**src/hw/rtl/trsm_pkg.sv**
```systemverilog
package trsm_pkg;

  localparam int TILE_HEIGHT   = 32;
  localparam int TILE_WIDTH    = 32;
  localparam int FACE_HEIGHT   = 16;
  localparam int FACE_WIDTH    = 16;
  localparam int PAGE_BITS     = 20;
  localparam int FACES_PER_ROW = TILE_WIDTH / FACE_WIDTH;
  localparam int FACE_SIZE     = FACE_HEIGHT * FACE_WIDTH;

  localparam int SIZE_W = 16;
  localparam int WORD_W = 32;
  localparam int OFS_W  = 10;
  localparam int CNT_W  = 11;
  localparam int TCNT_W = 12;

  typedef enum logic [1:0] {
    REG_IN_HEIGHT  = 2'd0,
    REG_IN_WIDTH   = 2'd1,
    REG_OUT_HEIGHT = 2'd2,
    REG_OUT_WIDTH  = 2'd3
  } reg_idx_t;

  typedef enum logic [4:0] {
    S_IDLE,
    S_M_OTC,
    S_D1_GO,
    S_D1_WAIT,
    S_D2_GO,
    S_D2_WAIT,
    S_M_A,
    S_M_B,
    S_M_C,
    S_M_D,
    S_D3_GO,
    S_D3_WAIT,
    S_D4_GO,
    S_D4_WAIT,
    S_M_E,
    S_M_F,
    S_M_G,
    S_M_H,
    S_CHECK,
    S_EMIT_OLD,
    S_UPDATE,
    S_EMIT_FIN
  } state_t;

  typedef struct packed {
    logic busy;
    logic done;
  } div_status_t;

  function automatic logic [SIZE_W-1:0] eff(input logic [SIZE_W-1:0] v);
    return (v == '0) ? SIZE_W'(1) : v;
  endfunction

  function automatic logic [TCNT_W-1:0] tiles_h(input logic [SIZE_W-1:0] v);
    logic [SIZE_W:0] s;
    s = {1'b0, v} + (SIZE_W + 1)'(TILE_HEIGHT - 1);
    return TCNT_W'(s / TILE_HEIGHT);
  endfunction

  function automatic logic [TCNT_W-1:0] tiles_w(input logic [SIZE_W-1:0] v);
    logic [SIZE_W:0] s;
    s = {1'b0, v} + (SIZE_W + 1)'(TILE_WIDTH - 1);
    return TCNT_W'(s / TILE_WIDTH);
  endfunction

  function automatic logic [OFS_W-1:0] faced_offset(input logic [WORD_W-1:0] h,
                                                    input logic [WORD_W-1:0] w);
    logic [WORD_W-1:0] th, tw, face, off;
    th   = h % TILE_HEIGHT;
    tw   = w % TILE_WIDTH;
    face = (th / FACE_HEIGHT) * FACES_PER_ROW + tw / FACE_WIDTH;
    off  = face * FACE_SIZE + (th % FACE_HEIGHT) * FACE_WIDTH + tw % FACE_WIDTH;
    return off[OFS_W-1:0];
  endfunction

endpackage

```
**src/hw/rtl/trsm_div.sv**
```systemverilog
module trsm_div (
  input  logic                        clk,
  input  logic                        rst,
  input  logic                        start,
  input  logic [trsm_pkg::WORD_W-1:0] dividend,
  input  logic [trsm_pkg::WORD_W-1:0] divisor,
  output logic [trsm_pkg::WORD_W-1:0] quotient,
  output logic [trsm_pkg::WORD_W-1:0] remainder,
  output trsm_pkg::div_status_t       status
);
  import trsm_pkg::*;

  localparam int STEP_W = $clog2(WORD_W + 1);

  logic [WORD_W-1:0] quo;
  logic [WORD_W-1:0] rem;
  logic [WORD_W-1:0] dvs;
  logic [STEP_W-1:0] steps;
  logic              busy;
  logic              done;
  logic [WORD_W:0]   trial;
  logic              fits;

  assign trial = {rem, quo[WORD_W-1]};
  assign fits  = trial >= {1'b0, dvs};

  always_ff @(posedge clk) begin
    if (rst) begin
      busy  <= 1'b0;
      done  <= 1'b0;
      steps <= '0;
    end else begin
      done <= 1'b0;
      if (start) begin
        busy  <= 1'b1;
        steps <= STEP_W'(WORD_W);
      end else if (busy) begin
        steps <= steps - STEP_W'(1);
        if (steps == STEP_W'(1)) begin
          busy <= 1'b0;
          done <= 1'b1;
        end
      end
    end
  end

  // one restoring step per cycle
  always_ff @(posedge clk) begin
    if (start) begin
      quo <= dividend;
      rem <= '0;
      dvs <= divisor;
    end else if (busy) begin
      quo <= {quo[WORD_W-2:0], fits};
      rem <= fits ? WORD_W'(trial - {1'b0, dvs}) : trial[WORD_W-1:0];
    end
  end

  assign quotient    = quo;
  assign remainder   = rem;
  assign status.busy = busy;
  assign status.done = done;

endmodule

```
**src/hw/rtl/tiled_reshape_segment_mapper_top.sv**
```systemverilog
// channel | valid     | stall     | payload
// in      | in_valid  | in_stall  | output_page, tile_row, tile_col, page_end
// out     | out_valid | out_stall | src_page, src_offset, dst_offset, run_length,
//         |           |           | final_segment
// cfg     | cfg_en    | -         | cfg_index, cfg_data
// Each element passes through four divisions on the one shared radix-2 divider
// (start, 32 steps, done each), eight multiplies registered into prod and the states
// S_M_H, S_CHECK and S_UPDATE, plus S_EMIT_OLD and S_EMIT_FIN when it gives beats.
// in_stall is low only while the sequencer is idle; each element gives 0 to 2 beats.
// A waiting out beat holds the sequencer only when a new beat must be loaded; each
// stalled cycle then holds it in S_EMIT_OLD or S_EMIT_FIN.
// rst is synchronous; it clears the run and restores all size registers to 32.
module tiled_reshape_segment_mapper_top (
  input  logic                           clk,
  input  logic                           rst,
  input  logic                           cfg_en,
  input  logic [1:0]                     cfg_index,
  input  logic [trsm_pkg::SIZE_W-1:0]    cfg_data,
  input  logic                           in_valid,
  output logic                           in_stall,
  input  logic [trsm_pkg::PAGE_BITS-1:0] output_page,
  input  logic [4:0]                     tile_row,
  input  logic [4:0]                     tile_col,
  input  logic                           page_end,
  output logic                           out_valid,
  input  logic                           out_stall,
  output logic [trsm_pkg::PAGE_BITS-1:0] src_page,
  output logic [trsm_pkg::OFS_W-1:0]     src_offset,
  output logic [trsm_pkg::OFS_W-1:0]     dst_offset,
  output logic [trsm_pkg::CNT_W-1:0]     run_length,
  output logic                           final_segment
);
  import trsm_pkg::*;

  logic [SIZE_W-1:0] in_height, in_width, out_height, out_width;
  logic [SIZE_W-1:0] ih, iw, oh, ow;
  logic [TCNT_W-1:0] oth, otw, ith, itw;

  state_t state, state_next;

  logic [PAGE_BITS-1:0] in_page;
  logic [4:0]           in_row, in_col;
  logic                 in_last;

  logic [WORD_W-1:0] prod, acc, co, hwt, ho, wo, ci, hw2, hi, wi;
  logic [PAGE_BITS-1:0] pg;
  logic [OFS_W-1:0]  ofs_i, ofs_o;
  logic              extend;

  logic                 run_open;
  logic [PAGE_BITS-1:0] run_page;
  logic [OFS_W-1:0]     run_src_start, run_dst_start, run_src_last, run_dst_last;
  logic [CNT_W-1:0]     run_count;

  logic [WORD_W-1:0] mul_a, mul_b, mul_p;
  logic              div_start;
  logic [WORD_W-1:0] div_a, div_b, div_q, div_r;
  div_status_t       div_st;
  logic              out_free, load_out, load_final;
  logic              accept;

  assign ih  = eff(in_height);
  assign iw  = eff(in_width);
  assign oh  = eff(out_height);
  assign ow  = eff(out_width);
  assign oth = tiles_h(oh);
  assign otw = tiles_w(ow);
  assign ith = tiles_h(ih);
  assign itw = tiles_w(iw);

  assign accept   = in_valid && !in_stall;
  assign out_free = !out_valid || !out_stall;

  // pg and offsets are stable from S_CHECK on; run state changes only after S_UPDATE
  assign extend = run_open && (pg == run_page)
               && ({1'b0, ofs_i} == {1'b0, run_src_last} + 11'd1)
               && ({1'b0, ofs_o} == {1'b0, run_dst_last} + 11'd1);

  trsm_div u_div (
    .clk      (clk),
    .rst      (rst),
    .start    (div_start),
    .dividend (div_a),
    .divisor  (div_b),
    .quotient (div_q),
    .remainder(div_r),
    .status   (div_st)
  );

  assign mul_p = WORD_W'(mul_a * mul_b);

  always_ff @(posedge clk) begin
    if (rst) begin
      in_height  <= SIZE_W'(32);
      in_width   <= SIZE_W'(32);
      out_height <= SIZE_W'(32);
      out_width  <= SIZE_W'(32);
    end else if (cfg_en) begin
      case (cfg_index)
        REG_IN_HEIGHT:  in_height  <= cfg_data;
        REG_IN_WIDTH:   in_width   <= cfg_data;
        REG_OUT_HEIGHT: out_height <= cfg_data;
        REG_OUT_WIDTH:  out_width  <= cfg_data;
        default: ;
      endcase
    end
  end

  always_comb begin
    state_next = state;
    case (state)
      S_IDLE:     if (accept) state_next = S_M_OTC;
      S_M_OTC:    state_next = S_D1_GO;
      S_D1_GO:    state_next = S_D1_WAIT;
      S_D1_WAIT:  if (div_st.done) state_next = S_D2_GO;
      S_D2_GO:    state_next = S_D2_WAIT;
      S_D2_WAIT:  if (div_st.done) state_next = S_M_A;
      S_M_A:      state_next = S_M_B;
      S_M_B:      state_next = S_M_C;
      S_M_C:      state_next = S_M_D;
      S_M_D:      state_next = S_D3_GO;
      S_D3_GO:    state_next = S_D3_WAIT;
      S_D3_WAIT:  if (div_st.done) state_next = S_D4_GO;
      S_D4_GO:    state_next = S_D4_WAIT;
      S_D4_WAIT:  if (div_st.done) state_next = S_M_E;
      S_M_E:      state_next = S_M_F;
      S_M_F:      state_next = S_M_G;
      S_M_G:      state_next = S_M_H;
      S_M_H:      state_next = S_CHECK;
      S_CHECK: begin
        if (!extend && run_open) state_next = S_EMIT_OLD;
        else state_next = S_UPDATE;
      end
      S_EMIT_OLD: if (out_free) state_next = S_UPDATE;
      S_UPDATE:   state_next = in_last ? S_EMIT_FIN : S_IDLE;
      S_EMIT_FIN: if (out_free) state_next = S_IDLE;
      default:    state_next = S_IDLE;
    endcase
  end

  always_comb begin
    in_stall   = 1'b1;
    div_start  = 1'b0;
    div_a      = acc;
    div_b      = prod;
    mul_a      = '0;
    mul_b      = '0;
    load_out   = 1'b0;
    load_final = 1'b0;
    case (state)
      S_IDLE:  in_stall = 1'b0;
      S_M_OTC: begin
        mul_a = WORD_W'(oth);
        mul_b = WORD_W'(otw);
      end
      S_D1_GO: begin
        div_start = 1'b1;
        div_a     = WORD_W'(in_page);
        div_b     = prod;
      end
      S_D2_GO: begin
        div_start = 1'b1;
        div_a     = hwt;
        div_b     = WORD_W'(otw);
      end
      S_M_A: begin
        mul_a = co;
        mul_b = WORD_W'(oh);
      end
      S_M_B: begin
        mul_a = prod;
        mul_b = WORD_W'(ow);
      end
      S_M_C: begin
        mul_a = ho;
        mul_b = WORD_W'(ow);
      end
      S_M_D: begin
        mul_a = WORD_W'(ih);
        mul_b = WORD_W'(iw);
      end
      S_D3_GO: begin
        div_start = 1'b1;
        div_a     = acc;
        div_b     = prod;
      end
      S_D4_GO: begin
        div_start = 1'b1;
        div_a     = hw2;
        div_b     = WORD_W'(iw);
      end
      S_M_E: begin
        mul_a = WORD_W'(ith);
        mul_b = WORD_W'(itw);
      end
      S_M_F: begin
        mul_a = ci;
        mul_b = prod;
      end
      S_M_G: begin
        mul_a = hi / TILE_HEIGHT;
        mul_b = WORD_W'(itw);
      end
      S_EMIT_OLD: load_out = out_free;
      S_EMIT_FIN: begin
        load_out   = out_free;
        load_final = 1'b1;
      end
      default: ;
    endcase
  end

  always_ff @(posedge clk) begin
    if (rst) state <= S_IDLE;
    else state <= state_next;
  end

  // datapath: the product is registered into prod; partial sums are built from prod into acc
  always_ff @(posedge clk) begin
    if (accept) begin
      in_page <= output_page;
      in_row  <= tile_row;
      in_col  <= tile_col;
      in_last <= page_end;
    end
    case (state)
      S_M_OTC, S_M_A, S_M_B, S_M_C, S_M_D, S_M_E, S_M_F, S_M_G: prod <= mul_p;
      default: ;
    endcase
    case (state)
      S_D1_WAIT: if (div_st.done) begin
        co  <= div_q;
        hwt <= div_r;
      end
      S_D2_WAIT: if (div_st.done) begin
        ho <= WORD_W'(div_q * TILE_HEIGHT) + WORD_W'(in_row);
        wo <= WORD_W'(div_r * TILE_WIDTH) + WORD_W'(in_col);
      end
      S_M_C:     acc <= prod;
      S_M_D:     acc <= acc + prod + wo;
      S_D3_WAIT: if (div_st.done) begin
        ci  <= div_q;
        hw2 <= div_r;
      end
      S_D4_WAIT: if (div_st.done) begin
        hi <= div_q;
        wi <= div_r;
      end
      S_M_G:     acc <= prod;
      S_M_H: begin
        pg    <= PAGE_BITS'(acc + prod + wi / TILE_WIDTH);
        ofs_i <= faced_offset(hi, wi);
        ofs_o <= faced_offset(ho, wo);
      end
      default: ;
    endcase
  end

  always_ff @(posedge clk) begin
    if (rst) begin
      run_open      <= 1'b0;
      run_page      <= '0;
      run_src_start <= '0;
      run_dst_start <= '0;
      run_src_last  <= '0;
      run_dst_last  <= '0;
      run_count     <= '0;
    end else begin
      if (state == S_UPDATE) begin
        if (extend) begin
          run_count <= run_count + CNT_W'(1);
        end else begin
          run_open      <= 1'b1;
          run_page      <= pg;
          run_src_start <= ofs_i;
          run_dst_start <= ofs_o;
          run_count     <= CNT_W'(1);
        end
        run_src_last <= ofs_i;
        run_dst_last <= ofs_o;
      end
      // close the run once its final beat is loaded
      if (load_out && load_final) run_open <= 1'b0;
    end
  end

  always_ff @(posedge clk) begin
    if (rst) out_valid <= 1'b0;
    else if (load_out) out_valid <= 1'b1;
    else if (!out_stall) out_valid <= 1'b0;
  end

  always_ff @(posedge clk) begin
    if (load_out) begin
      src_page      <= run_page;
      src_offset    <= run_src_start;
      dst_offset    <= run_dst_start;
      run_length    <= run_count;
      final_segment <= load_final;
    end
  end

  a_open_count: assert property (@(posedge clk) disable iff (rst)
    run_open |-> run_count != '0)
    else $error("open run with zero length");

  a_done_in_wait: assert property (@(posedge clk) disable iff (rst)
    div_st.done |-> (state == S_D1_WAIT || state == S_D2_WAIT ||
                     state == S_D3_WAIT || state == S_D4_WAIT))
    else $error("divider finished outside a wait state");

  a_idle_div: assert property (@(posedge clk) disable iff (rst)
    !in_stall |-> !div_st.busy)
    else $error("ready while divider busy");

  a_load_free: assert property (@(posedge clk) disable iff (rst)
    load_out |-> out_free)
    else $error("beat loaded over a waiting beat");

endmodule

```
**config.mk**
```make
export PLATFORM = sky130hd
export DESIGN_NAME = tiled_reshape_segment_mapper_top
export DESIGN_NICKNAME = d
export VERILOG_FILES = /design/src/hw/rtl/trsm_pkg.sv /design/src/hw/rtl/trsm_div.sv /design/src/hw/rtl/tiled_reshape_segment_mapper_top.sv
export SDC_FILE = /design/constraint.sdc
export NUM_CORES = 2
export LEC_CHECK = 0
export ABC_AREA = 1
export BUFFER_PORTS_ARGS = -buffer_cell sky130_fd_sc_hd__buf_2
export CAP_MARGIN = 20
export CORE_MARGIN = 4
export CORE_UTILIZATION = 45
export DETAILED_ROUTE_END_ITERATION = 16
export SKIP_LAST_GASP = 1
export SLEW_MARGIN = 20
export SYNTH_ARGS = -nofsm -noshare
export SYNTH_HDL_FRONTEND = slang
export SYNTH_SLANG_ARGS = --single-unit
```
**constraint.sdc**
```tcl
create_clock -name clk -period 10.3 [get_ports clk]
set_input_delay 2.575 -clock clk [delete_from_list [all_inputs] [get_ports clk]]
set_output_delay 2.575 -clock clk [all_outputs]
set_load 0.02 [all_outputs]
```
Word-level counts from Yosys, hierarchy flattened. Index checks and enable logic that the tools add are counted.

Add/subtract/negate cells: 20. $mul: 1. Order comparisons: 1. Equality and inequality tests: 36. Mux-type cells: 35. Bitwise operators: 2. Reduce and logical (&&, ||, !) cells: 37.

Operator list (count): 32-bit one-hot mux with 8 select lines (1); 32-bit one-hot mux with 6 select lines (1); 32-bit one-hot mux with 2 select lines (2); 5-bit one-hot mux with 22 select lines (1); 32-bit 2-to-1 mux (3); 32-bit one-hot mux with 3 select lines (1); 16-bit by 5-bit adder with 17-bit output, second input constant (4); 32-bit adder (2); 32-bit by 5-bit adder with 32-bit output (2); 16-bit zero test (4); 16-bit 2-to-1 mux (4); 5-bit by 4-bit == test with 1-bit output, second input constant (8); 5-bit 2-to-1 mux (8); 33-bit by 32-bit greater-or-equal comparator with 1-bit output (1); 32-bit by 32-bit multiplier with 32-bit output (1); 32-bit subtractor (1); 5-bit == test, second input constant (6); 10-bit by 1-bit adder with 11-bit output, second input constant (2); 10-bit by 11-bit == test with 1-bit output (2); 10-bit by 4-bit adder with 10-bit output (2); 10-bit by 8-bit adder with 10-bit output (2); 20-bit adder (1); 20-bit == test (1); 5-bit by 3-bit == test with 1-bit output, second input constant (4); other kinds (27) (68).

Flip-flop bits (word level): 682. Bits of input ports: 54.

Logic depth before layout (Yosys ltp).
Depth after elaboration: 8. Mapped depth: 49. Gate-level depth less buffers: 45.

By module. From an unflattened synthesis, not the netlist that was laid out.

Cell total of the unflattened synthesis: 5753. Area total of the unflattened synthesis: 49732.7 µm².

Modules (own cells, without submodules): tiled_reshape_segment_mapper_top (times used 1, cells an instance 4753, area each 42831.1 µm², sequential area each 15935.3 µm²); trsm_div (times used 1, cells an instance 1000, area each 6901.6 µm², sequential area each 2722.6 µm²).

Worst setup path after synthesis. No wires, ideal clock.

Kind: flip-flop to flip-flop. Start point: register state[4]. End point: register prod[29], data pin. Data arrival time: 7.769 ns. Setup slack: 2.267 ns. Cell stages (with the launch flop): 45. Cells stage by stage: dfxtp_1 -> buf_4 -> inv_4 -> nand3_2 -> nor2_4 -> buf_6 -> buf_6 -> o21ai_1 -> nor2_1 -> nand2_1 -> nor3_1 -> nor2_1 -> nand2_1 -> nand2_1 -> buf_2 -> inv_1 -> clkbuf_1 -> nor2_1 -> [... 9 more ...] -> ha_1 -> fa_1 -> inv_1 -> fa_1 -> inv_1 -> ha_1 -> nand3_1 -> nand2_1 -> nand3_1 -> nand2_1 -> a21oi_1 -> o21ai_0 -> a21oi_1 -> o21ai_0 -> nand3_1 -> nand2_1 -> a31oi_1 -> xor2_1.

Longest elaborated chain between the ends: 4. Elaborated cells between the ends (all ways): 13. Those cells by class: mul: 1; eq/ne: 8; mux: 2; reduce/logical: 2.

RTL lines: start, declared (RTL line tiled_reshape_segment_mapper_top.sv:39) `state_t state, state_next;`; start signal, assigned (RTL line tiled_reshape_segment_mapper_top.sv:215) `else state <= state_next;`; 5-bit == test (tied with other cells) (RTL line tiled_reshape_segment_mapper_top.sv:150) `case (state)`; 2-bit OR reduction (no line); 32-bit one-hot mux with 6 select lines (RTL line tiled_reshape_segment_mapper_top.sv:150); 32-bit by 32-bit multiplier with 32-bit output (*) (RTL line tiled_reshape_segment_mapper_top.sv:90) `assign mul_p = WORD_W'(mul_a * mul_b);`; net mul_p[29] (RTL line tiled_reshape_segment_mapper_top.sv:55) `logic [WORD_W-1:0] mul_a, mul_b, mul_p;`; end signal, assigned (RTL line tiled_reshape_segment_mapper_top.sv:227) `S_M_OTC, S_M_A, S_M_B, S_M_C, S_M_D, S_M_E, S_M_F, S_M_G: prod <= mul_p;`; end, declared (RTL line tiled_reshape_segment_mapper_top.sv:45) `logic [WORD_W-1:0] prod, acc, co, hwt, ho, wo, ci, hw2, hi, wi;`.

Mark *: on every way through the listed nets, which the timed path passes. The rest lies on a longest branch. A chain may end at the register's enable or synchronous reset.

Worst setup path in the final report.
Start point: register state[4]. End point: register prod[30], data pin.

The elaborated chain is that of the path after synthesis.

==> run summary <==
initial antenna violation count -> 3
kind of critical path -> reg2reg
Post-synth EDFFs -> 500
Area Overhead vs Synth -> 9.94%
GRT Util Overall -> 28.1%
DR vias/cell -> 5.47
syn_area_per_cell -> 8.94 um^2
DR WL/cell -> 22.7 um
Max Fanout on Critical Path -> 12
most frequent cells in the layout -> 1184 x nand2_1, 911 x inv_1, 506 x nor2_1
WP data required -> 10770 ps
# clock sinks -> 682
fmax -> 0.103 GHz
Main synth FF type -> edfxtp_1
wirelength, routed -> 159000 um
Layout Cells excl Fill -> 6992
Worst Skew -> 35.8 ps
post-synthesis cell count -> 5418
Leakage -> 23.6 nW
clock buffer depth -> 3
fin area -> 53300 um^2
Setup crit end kind -> flip-flop
RR Endpoint -> prod[30]$_DFFE_PP_
Worst Tran Pin Value -> 1130 ps
Final nets -> 6235
first-pass GRT wire length -> 238000 um
core outline area -> 107000 um^2
total power -> 9.83 mW
worst r2r src -> state[4]$_SDFFE_PP0P_
most common cell after layout, fill and taps aside -> nand2_1
CP peak stage delay -> 650 ps
Post-Place Cells -> 6844
Initial Util -> 45.3%
Tcrit/Tclk final -> 94.7%
DPL Wire Length -> 122000 um
CTS tree -> yes
R2R depth -> 29
hold depth -> 0
crit path DAT -> 10220 ps
Warnings, synthesis -> 0
die height -> 336 um
Syn Nets -> 6125
setup_tns -> 0 ps
I/O pin count -> 108
Hold/Removal Path Class -> reg2reg
CP dominant cell by count -> fa_1
Setup violations, final -> 0
R2R Setup Slk -> 550 ps
pwr dens -> 184 nW/um^2
post-synth cell types -> 60
clock root buffer -> clkbuf_16
Hold Crit Start -> hi[1]$_DFFE_PP_
count of pins over their slew limit -> 0
vias -> 38249
FP Rows -> 120
gr ovfl total -> 0
unrepaired setup endpoints after global routing -> no
worst skew pair latency -> 660 ps
maxcap violations -> 0
Cell Area, Synth -> 48500 um^2
final antenna-violating net count -> 0
layout cell share with drive strength beyond 1 -> 6.87%
sequential-to-total area share from yosys stat -> 38.5%
clk slew on worst S/H paths -> 60 ps
Slowest cell on crit path -> nor2_2
status -> completed
Core Util, Final -> 49.8%
port buffer count -> 107
# fillers -> 10113
drt pass-1 iters -> 6
final hold vios -> 0
CTS H-tree depth -> 3
Die X -> 336 um
Die ar. -> 113000 um^2
Final min period -> 9750 ps
crit start category -> flip-flop
GP Congestion -> 0.971
largest net degree at the start of global routing -> 105
remaining max-slew budget at the tightest pin -> 25.0%
vias in the first global route -> 37107
Num CTS Buffers -> 77
flops & latches, synth -> 682
Hold EP -> ofs_i[5]$_DFFE_PP_
drt drc -> 0
peak supply drop -> 0.000127 V
DR iter-0 viols -> 3549
Cell Area, Placed -> 50800 um^2
Post-synth ARST share -> 0%
power breakdown:
part / internal (mW) / switching (mW) / leakage (nW)
logic: 1.01 / 2.23 / 16.4
registers: 3.50 / 0.406 / 5.99
clock network: 1.49 / 1.19 / 1.20
worst max path at each step:
stage,slack [ps],startpoint,endpoint,depth (start not counted)
finish,550,state[4]$_SDFFE_PP0P_,prod[30]$_DFFE_PP_,29
global route,70,state[4]$_SDFFE_PP0P_,prod[29]$_DFFE_PP_,37
CTS,440,state[4]$_SDFFE_PP0P_,prod[29]$_DFFE_PP_,39
detailed placement,510,state[4]$_SDFFE_PP0P_,prod[29]$_DFFE_PP_,39
global placement,660,state[4]$_SDFFE_PP0P_,prod[29]$_DFFE_PP_,39
floorplan,2270,state[4]$_SDFFE_PP0P_,prod[29]$_DFFE_PP_,44
registers in the layout, indices dropped and copies added (netlist names), 20 cells and up:
register / cells
acc: 32
ci: 32
co: 32
hi: 32
ho: 32
hw2: 32
hwt: 32
in_page: 20
pg: 20
prod: 32
run_page: 20
src_page: 20
u_div.dvs: 32
u_div.quotient: 32
u_div.remainder: 32
wi: 25
wo: 32
critical path, delay by kind of cell, from the launching register on:
family / cells / cell delay, ps
buffers and inverters: 5 / 1040
adder cells (fa/ha/maj): 9 / 4260
AND/OR/NAND/NOR: 10 / 2880
flip-flops: 1 / 430
AO/OA/AOI/OAI: 4 / 670
XOR/XNOR: 1 / 270
synth_stat cells, types with 12 or more instances:
master / count / area [um^2]
nand3_1: 156 / 781
o21ai_0: 246 / 1230
a221oi_1: 24 / 210
nor2_1: 521 / 1960
or2_2: 12 / 75.1
nand2_1: 1184 / 4440
o21ai_1: 13 / 65.1
clkbuf_1: 116 / 435
a41oi_1: 12 / 105
ha_1: 241 / 3020
nor4_1: 13 / 81.3
o211ai_1: 46 / 345
xnor2_1: 65 / 569
a211oi_1: 12 / 90.1
nand3b_1: 15 / 113
fa_1: 412 / 8250
buf_2: 35 / 175
dfxtp_1: 182 / 3640
nand4_1: 43 / 269
inv_1: 913 / 3430
xor2_1: 116 / 1020
a22o_1: 25 / 219
o22ai_1: 16 / 100
a21oi_1: 304 / 1520
edfxtp_1: 500 / 15000
nor3_1: 47 / 235
layout make-up:
type / count / area, um^2 / area share (%)
multi-input cells: 3637 / 25700 / 48.3
flip-flops and latches: 682 / 18700 / 35.0
inverters: 933 / 3510 / 6.59
clock buffers: 99 / 2060 / 3.87
well taps: 1403 / 1760 / 3.29
repair buffers: 197 / 1210 / 2.27
clock inverters: 39 / 368 / 0.690
diodes: 2 / 5.00 / 0.00939
routing by layer:
metal	GRT usage, %	vias to the layer above	share of wire (%)
li1	-	17673	-
met1	39.9	18752	43
met2	43.8	1565	45
met3	4.88	255	8.0
met4	9.47	4	3.6
met5	0	-	0.015
repair_timing:
action | in CTS | in global routing
hold buffers | 0 | 0
setup buffers | 0 | 7
resized for setup | 0 | 2
setup endpoints to repair | 0 | 6
logic make-up (layout without fill, tap and decap cells):
logic type               Yosys count  in the layout  share of synthesized area, %
AND/OR/NAND/NOR                 2026           2027                          17.0
flip-flops                       682            682                          38.5
buffers and inverters           1100           1268                          8.70
XOR/XNOR                         181            181                          3.27
adder cells (fa/ha/maj)          653            653                          23.2
other                              0              2                             0
AO/OA/AOI/OAI                    776            776                          9.29
metrics by stage:
step                setup slack [ps]  hold WS (ps)
floorplan                       2270           400
global placement                 662           402
detailed placement               506           405
CTS                              445           411
global route                    70.2           421
finish                           546           404
Power figures use the tool's default switching activity.
